<file path="config.mk">
export PLATFORM = sky130hd
export DESIGN_NAME = base64_stream_encoder
export DESIGN_NICKNAME = d
export VERILOG_FILES = /design/src/hw/rtl/b64e_pkg.sv /design/src/hw/rtl/b64e_front.sv /design/src/hw/rtl/b64e_queue.sv /design/src/hw/rtl/b64e_back.sv /design/src/hw/rtl/base64_stream_encoder.sv
export SDC_FILE = /design/constraint.sdc
export NUM_CORES = 1
export LEC_CHECK = 0
export BUFFER_PORTS_ARGS = -buffer_cell sky130_fd_sc_hd__buf_2
export CAP_MARGIN = 25
export CORE_AREA = 2 2 122 124
export DETAILED_ROUTE_END_ITERATION = 12
export DIE_AREA = 0 0 124 126
export MAX_ROUTING_LAYER = met4
export PLACE_DENSITY = 0.53
export SYNTH_ARGS = -nofsm -noshare
export SYNTH_HDL_FRONTEND = slang
export SYNTH_SLANG_ARGS = --single-unit
</file>
<file path="constraint.sdc">
create_clock -name i_clk -period 6 [get_ports i_clk]
set_input_delay 1.2 -clock i_clk [delete_from_list [all_inputs] [get_ports i_clk]]
set_output_delay 1.2 -clock i_clk [all_outputs]
set_load 0.03 [all_outputs]
</file>
<file path="src/hw/rtl/b64e_pkg.sv">
// ----------------------------------------------------------------------------
// b64e_pkg
// Shared types, constants and the sextet-to-ASCII map of the base64 encoder.
// ----------------------------------------------------------------------------
package b64e_pkg;

    localparam int unsigned CHAR_W      = 7;
    localparam int unsigned JOB_CHARS   = 4;
    localparam int unsigned QUEUE_DEPTH = 2;

    localparam logic [CHAR_W-1:0] CHAR_PAD = 7'h3d;
    localparam logic [CHAR_W-1:0] CHAR_PLUS = 7'h2b;
    localparam logic [CHAR_W-1:0] CHAR_SLASH = 7'h2f;

    typedef enum logic [2:0] {
        PH0 = 3'b001,
        PH1 = 3'b010,
        PH2 = 3'b100
    } t_phase;

    typedef struct packed {
        logic [JOB_CHARS-1:0][CHAR_W-1:0] chars;
        logic [1:0]                       last_idx;
        logic                             last;
    } t_job;

    typedef struct packed {
        logic full;
        logic empty;
    } t_q_stat;

    function automatic logic [CHAR_W-1:0] sextet_char(input logic [5:0] s);
        logic [CHAR_W-1:0] sx;
        sx = {1'b0, s};
        if (s < 6'd26) begin
            return 7'h41 + sx;
        end else if (s < 6'd52) begin
            return 7'h61 + sx - 7'd26;
        end else if (s < 6'd62) begin
            return 7'h30 + sx - 7'd52;
        end else if (s == 6'd62) begin
            return CHAR_PLUS;
        end else begin
            return CHAR_SLASH;
        end
    endfunction

endpackage

</file>
<file path="src/hw/rtl/b64e_front.sv">
// ----------------------------------------------------------------------------
// b64e_front
// Accepts message bytes, tracks group phase and carry bits, and builds one
// character job per byte for the queue.
// ----------------------------------------------------------------------------
module b64e_front (
    input  logic                i_clk,
    input  logic                i_rst_n,
    input  logic                i_valid,
    input  logic [7:0]          i_data_byte,
    input  logic                i_last_byte,
    input  b64e_pkg::t_q_stat   i_q_stat,
    output logic                o_push,
    output b64e_pkg::t_job      o_job
);

    b64e_pkg::t_phase r_phase, n_phase;
    logic [3:0]       r_carry, n_carry;

    assign o_push = i_valid && !i_q_stat.full;

    always_comb begin
        o_job          = '0;
        o_job.last     = i_last_byte;
        n_phase        = r_phase;
        n_carry        = r_carry;
        unique case (r_phase)
            b64e_pkg::PH1: begin
                o_job.chars[0] = b64e_pkg::sextet_char({r_carry[1:0], i_data_byte[7:4]});
                o_job.chars[1] = b64e_pkg::sextet_char({i_data_byte[3:0], 2'b00});
                o_job.chars[2] = b64e_pkg::CHAR_PAD;
                o_job.last_idx = i_last_byte ? 2'd2 : 2'd0;
                n_phase        = b64e_pkg::PH2;
                n_carry        = i_data_byte[3:0];
            end
            b64e_pkg::PH2: begin
                o_job.chars[0] = b64e_pkg::sextet_char({r_carry, i_data_byte[7:6]});
                o_job.chars[1] = b64e_pkg::sextet_char(i_data_byte[5:0]);
                o_job.last_idx = 2'd1;
                n_phase        = b64e_pkg::PH0;
                n_carry        = '0;
            end
            default: begin
                o_job.chars[0] = b64e_pkg::sextet_char(i_data_byte[7:2]);
                o_job.chars[1] = b64e_pkg::sextet_char({i_data_byte[1:0], 4'b0000});
                o_job.chars[2] = b64e_pkg::CHAR_PAD;
                o_job.chars[3] = b64e_pkg::CHAR_PAD;
                o_job.last_idx = i_last_byte ? 2'd3 : 2'd0;
                n_phase        = b64e_pkg::PH1;
                n_carry        = {2'b00, i_data_byte[1:0]};
            end
        endcase
        if (i_last_byte) begin
            n_phase = b64e_pkg::PH0;
            n_carry = '0;
        end
    end

    always_ff @(posedge i_clk) begin
        if (!i_rst_n) begin
            r_phase <= b64e_pkg::PH0;
            r_carry <= '0;
        end else if (o_push) begin
            r_phase <= n_phase;
            r_carry <= n_carry;
        end
    end

    a_last_resets_group: assert property (@(posedge i_clk) disable iff (!i_rst_n)
        o_push && i_last_byte |=> r_phase == b64e_pkg::PH0 && r_carry == 4'd0)
        else $error("group state not cleared after last byte");

endmodule

</file>
<file path="src/hw/rtl/b64e_queue.sv">
// ----------------------------------------------------------------------------
// b64e_queue
// Short job queue between the byte front end and the character back end.
// ----------------------------------------------------------------------------
module b64e_queue #(
    parameter int unsigned DEPTH = b64e_pkg::QUEUE_DEPTH
) (
    input  logic                i_clk,
    input  logic                i_rst_n,
    input  logic                i_push,
    input  b64e_pkg::t_job      i_job,
    input  logic                i_pop,
    output b64e_pkg::t_job      o_job,
    output b64e_pkg::t_q_stat   o_stat
);

    localparam int unsigned PTR_W = (DEPTH > 1) ? $clog2(DEPTH) : 1;
    localparam int unsigned CNT_W = $clog2(DEPTH + 1);

    b64e_pkg::t_job   r_mem [DEPTH];
    logic [PTR_W-1:0] r_wr_ptr, r_rd_ptr;
    logic [CNT_W-1:0] r_count;

    function automatic logic [PTR_W-1:0] ptr_next(input logic [PTR_W-1:0] p);
        return (p == PTR_W'(DEPTH - 1)) ? '0 : p + 1'b1;
    endfunction

    assign o_stat.full  = (r_count == CNT_W'(DEPTH));
    assign o_stat.empty = (r_count == '0);
    assign o_job        = r_mem[r_rd_ptr];

    always_ff @(posedge i_clk) begin
        if (i_push) begin
            r_mem[r_wr_ptr] <= i_job;
        end
    end

    always_ff @(posedge i_clk) begin
        if (!i_rst_n) begin
            r_wr_ptr <= '0;
            r_rd_ptr <= '0;
            r_count  <= '0;
        end else begin
            if (i_push) begin
                r_wr_ptr <= ptr_next(r_wr_ptr);
            end
            if (i_pop) begin
                r_rd_ptr <= ptr_next(r_rd_ptr);
            end
            if (i_push && !i_pop) begin
                r_count <= r_count + 1'b1;
            end else if (i_pop && !i_push) begin
                r_count <= r_count - 1'b1;
            end
        end
    end

    a_no_overflow: assert property (@(posedge i_clk) disable iff (!i_rst_n)
        o_stat.full |-> !i_push)
        else $error("push into full queue");

    a_no_underflow: assert property (@(posedge i_clk) disable iff (!i_rst_n)
        o_stat.empty |-> !i_pop)
        else $error("pop from empty queue");

endmodule

</file>
<file path="src/hw/rtl/b64e_back.sv">
// ----------------------------------------------------------------------------
// b64e_back
// Walks the characters of the head job, one per cycle while the output is
// not stalled, into the output register.
// ----------------------------------------------------------------------------
module b64e_back (
    input  logic                        i_clk,
    input  logic                        i_rst_n,
    input  b64e_pkg::t_job              i_job,
    input  b64e_pkg::t_q_stat           i_q_stat,
    output logic                        o_pop,
    input  logic                        i_stall,
    output logic                        o_valid,
    output logic [b64e_pkg::CHAR_W-1:0] o_out_char,
    output logic                        o_last_char
);

    logic                        r_valid;
    logic [b64e_pkg::CHAR_W-1:0] r_char;
    logic                        r_last;
    logic [1:0]                  r_idx;
    logic                        emit, at_end;

    assign emit   = !i_q_stat.empty && (!r_valid || !i_stall);
    assign at_end = (r_idx == i_job.last_idx);
    assign o_pop  = emit && at_end;

    always_ff @(posedge i_clk) begin
        if (!i_rst_n) begin
            r_valid <= 1'b0;
            r_idx   <= '0;
        end else begin
            if (emit) begin
                r_valid <= 1'b1;
                r_idx   <= at_end ? 2'd0 : r_idx + 1'b1;
            end else if (!i_stall) begin
                r_valid <= 1'b0;
            end
        end
    end

    always_ff @(posedge i_clk) begin
        if (emit) begin
            r_char <= i_job.chars[r_idx];
            r_last <= i_job.last && at_end;
        end
    end

    assign o_valid     = r_valid;
    assign o_out_char  = r_char;
    assign o_last_char = r_last;

    a_idx_idle_zero: assert property (@(posedge i_clk) disable iff (!i_rst_n)
        i_q_stat.empty |-> r_idx == 2'd0)
        else $error("character index not at start with empty queue");

    a_idx_in_job: assert property (@(posedge i_clk) disable iff (!i_rst_n)
        !i_q_stat.empty |-> r_idx <= i_job.last_idx)
        else $error("character index beyond head job");

endmodule

</file>
<file path="src/hw/rtl/base64_stream_encoder.sv">
// ----------------------------------------------------------------------------
// base64_stream_encoder
// Standard base64 encoder: one message byte in per item, one ASCII
// character out per item.
// ----------------------------------------------------------------------------
// Each accepted byte becomes a job of one to four characters (two at the
// end of a three-byte group, up to four with flush and '=' padding on the
// last byte); a job queue of QUEUE_DEPTH entries sits between the byte input
// and the character output. The output register delivers one character per
// cycle while jobs are queued and i_stall is low; input bytes are taken in
// back to back cycles while the queue has room. o_last_char marks the final
// character of each message.
module base64_stream_encoder #(
    parameter int unsigned QUEUE_DEPTH = b64e_pkg::QUEUE_DEPTH
) (
    input  logic                        i_clk,
    input  logic                        i_rst_n,
    input  logic                        i_valid,
    output logic                        o_stall,
    input  logic [7:0]                  i_data_byte,
    input  logic                        i_last_byte,
    output logic                        o_valid,
    input  logic                        i_stall,
    output logic [b64e_pkg::CHAR_W-1:0] o_out_char,
    output logic                        o_last_char
);

    b64e_pkg::t_job    push_job, head_job;
    b64e_pkg::t_q_stat q_stat;
    logic              push, pop;

    assign o_stall = q_stat.full;

    b64e_front u_front (
        .i_clk       (i_clk),
        .i_rst_n     (i_rst_n),
        .i_valid     (i_valid),
        .i_data_byte (i_data_byte),
        .i_last_byte (i_last_byte),
        .i_q_stat    (q_stat),
        .o_push      (push),
        .o_job       (push_job)
    );

    b64e_queue #(
        .DEPTH (QUEUE_DEPTH)
    ) u_queue (
        .i_clk   (i_clk),
        .i_rst_n (i_rst_n),
        .i_push  (push),
        .i_job   (push_job),
        .i_pop   (pop),
        .o_job   (head_job),
        .o_stat  (q_stat)
    );

    b64e_back u_back (
        .i_clk       (i_clk),
        .i_rst_n     (i_rst_n),
        .i_job       (head_job),
        .i_q_stat    (q_stat),
        .o_pop       (pop),
        .i_stall     (i_stall),
        .o_valid     (o_valid),
        .o_out_char  (o_out_char),
        .o_last_char (o_last_char)
    );

endmodule

</file>
* Word-level counts from Yosys, hierarchy flattened
Memory sizes are Yosys's and may differ from the RTL's. A register that Yosys moved wholly into a read port is not among the register bits. Index checks and enable logic that the tools add are counted.
Storage, ports and cells: output and inout bits 10, register bits after elaboration 22, word-level logic and storage cells 133, input bits 13, memory bits (writable) 58, memories kept 1
Operators by class: eq/ne operators 9, multiplexer cells 44, order comparisons 19, reduce and logical (&&, ||, !) cells 16, add/sub/neg operators 35
Memories:
- u_queue.r_mem | depth 2, bits a word 29, rd ports 1, clocked after memory_dff 1, write ports 1, RTL line b64e_queue.sv:20 | b64e_pkg::t_job r_mem [DEPTH];
Operator list (count):
- 2-to-1 mux 7 bit | 19
- adder 7 x 6 -> 7 bit (first input constant) | 12
- < comparator 6 bit (second input constant) | 12
- adder 6 x 6 -> 7 bit (first input constant) | 6
- subtractor 7 x 5 -> 7 bit (second input constant) | 6
- subtractor 7 x 6 -> 7 bit (second input constant) | 6
- < comparator 6 x 5 -> 1 bit (second input constant) | 6
- case mux 16 bit (2 select lines) | 1
- == test 6 bit (second input constant) | 4
- 2-to-1 mux 3 bit | 5
- binary-select mux 7 bit (select 2 bit) | 1
- 2-to-1 mux 6 bit | 2
- 2-to-1 mux 2 bit | 5
- 2-to-1 mux 1 bit | 8
- case mux 4 bit (2 select lines) | 1
- logical AND 1 bit | 6
- zero test 1 bit | 6
- case mux 3 bit (2 select lines) | 1
- adder 2 x 1 -> 2 bit (second input constant) | 2
- 2-to-1 mux 4 bit | 1
- == test 3 x 2 -> 1 bit (second input constant) | 1
- == test 3 bit (second input constant) | 1
- < comparator 2 x 3 -> 1 bit (second input constant) | 1
- adder 1 bit (second input constant) | 2
- other kinds (8) | 8

* Logic depth before layout (Yosys ltp)
depth after elaboration 7, mapped depth 9, depth with buffers taken out 7

* Hierarchy
A second synthesis with hierarchy kept.
Second synthesis, totals: cells, all modules 481, area, all modules 5292.6 um^2
Modules (own cells, without submodules):
- b64e_queue | seq. area each 1961.9 um^2, instances 1, cells each 118, area each 2444.8 um^2
- b64e_front | seq. area each 140.1 um^2, instances 1, cells each 325, area each 2252.2 um^2
- b64e_back | seq. area each 300.3 um^2, instances 1, cells each 38, area each 595.6 um^2

* Least setup slack after synthesis
No wires, ideal clock.
path kind input to register, from input i_data_byte[2], to memory u_queue.r_mem[0][11] (netlist bit) (data pin), path buffers 2, stages on the path 9, slack 3014 ps, setup time 271 ps, arrival time 2715 ps, data required time 5729 ps, cell sequence clkbuf_1 -> inv_1 -> ha_1 -> a21o_1 -> a21oi_2 -> buf_2 -> nor3_1 -> a211oi_1 -> o211ai_1
RTL lines:
- start, declared | RTL line base64_stream_encoder.sv:20 | input logic [7:0] i_data_byte,
- end, declared | RTL line b64e_queue.sv:20

==> summary.md <==
| Metric | Value |
|---|---|
| Status | finished, final reports clean |
| Slowest cell delay on critical path | 510 ps |
| DRT Pass-1 Iters | 5 |
| First-pass GRT wire length | 16500 um |
| Most used DFF post-synth | edfxtp_1 |
| Final Instance Area | 4690 um2 |
| Top cell family by delay on the critical path | compound AO/OA/AOI/OAI gates |
| Drt wl/cell | 16.2 um |
| Total power | 0.00156 W |
| Largest net degree at the start of global routing | 21 |
| DIE HEIGHT | 126 um |
| Dpl cell area | 4390 um2 |
| DP Worst Slack | 2380 ps |
| Diodes inserted | 0 |
| H-tree level count | 3 |
| Switching Power | 0.000497 W |
| Synthesized area | 4190 um2 |
| Post-CTS setup buffer count | 0 |
| Post-synth ARST share | 0 |
| HPWL after DPL | 7520 um |
| Die width | 124 um |
| Relative slew margins | 0.406 |
| Fraction of layout cells with a size suffix above 1 | 0.111 |
| DR iter-0 viols | 183 |
| Clock skew | 6.33 ps |
| Static Leak | 1.66 nW |
| Crit path max fanout | 15 |
| PD cells | 333 nW/um2 |
| Skew-Pair Late Insertion Delay | 320 ps |
| Crit path time final | 3310 ps |
| Cts bufs inserted | 9 |
| Seq/Total Area, Yosys | 0.402 |
| Max cap viols | 0 |
| Number of antenna violations at the first check in global routing | 0 |
| Sequential share of power | 0.402 |
| R2R Path End | u_queue.r_mem[1][8] |
| Vias in the first global route | 3078 |
| EDFF count, synth | 46 |
| RSZ-0062 raised after global routing | no |
| Synth Instances | 435 |
| Gpl congestion | 0.902 |
| Highest Clock Rate | 302 MHz |
| Count of cell types in the netlist | 60 |
| Final setup fails | 0 |
| Worst Setup End Kind | flop |
| Core ar. | 14300 um2 |
| Logic pwr share | 0.286 |
| Clock Power Share | 0.312 |
| CP max-delay cell | a21oi_2 |
| CTS tree | built |
| WHS Endpoint | u_back.o_valid |
| Setup TNS | 0 ps |
| Die area | 15600 um2 |
| Clock sink total | 61 |
| Final WL | 10200 um |
| CP startpoint kind | input port |
| Hold Fails Final Rpt | 0 |
| Starting density of the core | 0.292 |
| Sw Share | 0.318 |
| Hold Startpoint | u_back.o_valid |
| Critical Path AT | 3380 ps |
| R2r worst-path depth | 7 |
| Post-Syn Nets | 469 |
| Register-to-register setup slack | 3380 ps |
| Nets@finish | 472 |
| Area growth, synth to finish | 12.0% |
| Longest Clk Path Bufs | 2 |
| Vias | 3309 |
| Worst Path Buf+Inv | 1 |
| Residual overflow from global routing | 0 |
| Reg2reg start | u_front.r_carry[0] |
| CTS clk-pin slew, worst paths | 50 ps |
| Total GRT Usage | 0.140 |
| Setup Crit Path Kind | input port to flop |
| CP required | 6070 ps |
| FF+latch count, synth | 61 |
| Io pins | 23 |
| Remaining DRCs | 0 |
| Final WS setup | 2690 ps |
| Final Max Slew Viols | 0 |
| CTS root buf | clkbuf_16 |
| Cts hold-fix bufs | 0 |
| Hold Path Class | flop to flop |
| Post-Route Utilization | 0.328 |
| Syn avg cell area | 9.62 um2 |
| Power Internal | 0.00106 W |
| PostCTS Resize Cnt | 0 |
| Port bufs | 22 |
| Rows | 44 |
| CP Cell Sequence | buf_2 -> ha_1 -> a21o_1 -> a21oi_2 -> nor2_1 -> and3_1 -> o311ai_0 |
| Yosys warning total | 0 |
| Hold Path Depth | 2 |
| Worst-case vdd ir drop | 0.000160 V |
| Tcrit/Tclk final | 0.552 |
| Post-DR vias/cell | 5.28 |
| Antenna-violating nets left | 0 |
| Worst Tran Pin Value | 891 ps |
==> metrics by stage <==
stage               instances  hold slack (ps)
floorplan                 435              479
global route              627              524
global placement          611              483
finish                    627              489
detailed placement        611              495
CTS                       627              501
==> routing by layer <==
metal,global-route usage,wire [um],up-vias
met5,-,0,-
met4,0.0463,85,0
met3,0.0213,423,8
met2,0.212,5000,78
met1,0.191,4680,1605
li1,-,-,1618
==> worst register-to-register path, stage by stage (launching register included) <==
cell and delay (ps):
dfxtp_1 590, inv_1 210, ha_1 260, a21o_1 170, a21oi_1 560, nor3_1 130
a41oi_1 200, nand4_1 200
==> area by class of cell <==
cell class | instances | area (um2)
fillers | 1486 | 9630
clock buffers | 13 | 280
clock inverters | 3 | 16.3
inverters | 24 | 90.1
well taps | 184 | 230
repair buffers | 23 | 118
multi-input cells | 319 | 2270
flip-flops and latches | 61 | 1680
==> power groups by stage <==
stage	clock network, W	registers [W]	logic (W)
floorplan	0	0.000667	0.000310
global placement	0	0.000636	0.000446
detailed placement	0	0.000637	0.000450
CTS	0.000501	0.000630	0.000451
global route	0.000518	0.000638	0.000496
finish	0.000487	0.000628	0.000447
==> synth_stat cells, types with 4 or more instances <==
library cell / number / area, um2
o211ai_1: 7 / 52.6
o21ai_0: 24 / 120
o311ai_0: 6 / 52.6
edfxtp_1: 46 / 1380
nor2_1: 28 / 105
xnor2_1: 19 / 166
dfxtp_1: 15 / 300
a21oi_1: 19 / 95.1
a21o_1: 4 / 30.0
clkbuf_1: 17 / 63.8
inv_1: 23 / 86.3
and2_1: 7 / 43.8
nand3_1: 15 / 75.1
nor2b_1: 9 / 56.3
nand4_1: 6 / 37.5
mux2i_1: 6 / 60.1
a211oi_1: 10 / 75.1
mux4_1: 8 / 210
and3_1: 6 / 37.5
ha_1: 21 / 263
buf_2: 11 / 55.1
nor3_1: 19 / 95.1
nand2_1: 34 / 128
a21boi_0: 9 / 67.6
nand2b_1: 7 / 43.8
==> state kept, by name (all words and copies together), names as in the netlist, named ones only <==
| signal | count |
|---|---|
| u_front.r_carry | 4 |
| u_queue.r_rd_ptr | 1 |
| u_back.r_idx | 2 |
| u_queue.r_mem | 38 |
| u_back.o_valid | 1 |
| u_back.o_last_char | 1 |
| u_front.r_phase | 3 |
| u_back.o_out_char | 7 |
| u_queue.r_wr_ptr | 1 |
| u_queue.r_count | 2 |
==> how the worst max path moves through the flow <==
stage                           end  cells after the start            from
6_report       u_queue.r_mem[0][10]                      7  i_data_byte[2]
2_1_floorplan  u_queue.r_mem[0][11]                      9  i_data_byte[2]
3_3_place_gp   u_queue.r_mem[0][10]                      7  i_data_byte[2]
4_1_cts        u_queue.r_mem[0][10]                      7  i_data_byte[2]
5_1_grt        u_queue.r_mem[0][10]                      7  i_data_byte[2]
3_5_place_dp   u_queue.r_mem[0][10]                      7  i_data_byte[2]
==> cells in the final DEF (no fill, tap or decap), types with 4 or more instances in the layout <==
cell type / instances
dfxtp_1: 15
nor2_1: 28
clkbuf_16: 9
nand3_1: 15
nor3_1: 19
inv_1: 23
and3_1: 6
and2_1: 7
buf_2: 22
a21oi_1: 19
clkbuf_8: 4
edfxtp_1: 46
nand4_1: 6
mux2i_1: 6
o21ai_0: 24
nand2_1: 34
xnor2_1: 19
nand2b_1: 7
mux4_1: 8
a21boi_0: 9
ha_1: 21
o311ai_0: 6
o211ai_1: 7
a21o_1: 4
a211oi_1: 10
nor2b_1: 9
==> logic make-up after synthesis <==
logic type / Yosys count / share of synthesized area
flops: 61 / 0.402
compound gates: 112 / 0.185
simple gates: 148 / 0.179
xor+xnor: 22 / 0.0460
buf+inv: 55 / 0.0553
fa+ha+maj: 21 / 0.0628
mux: 16 / 0.0700
Power figures use the tool's default switching activity.
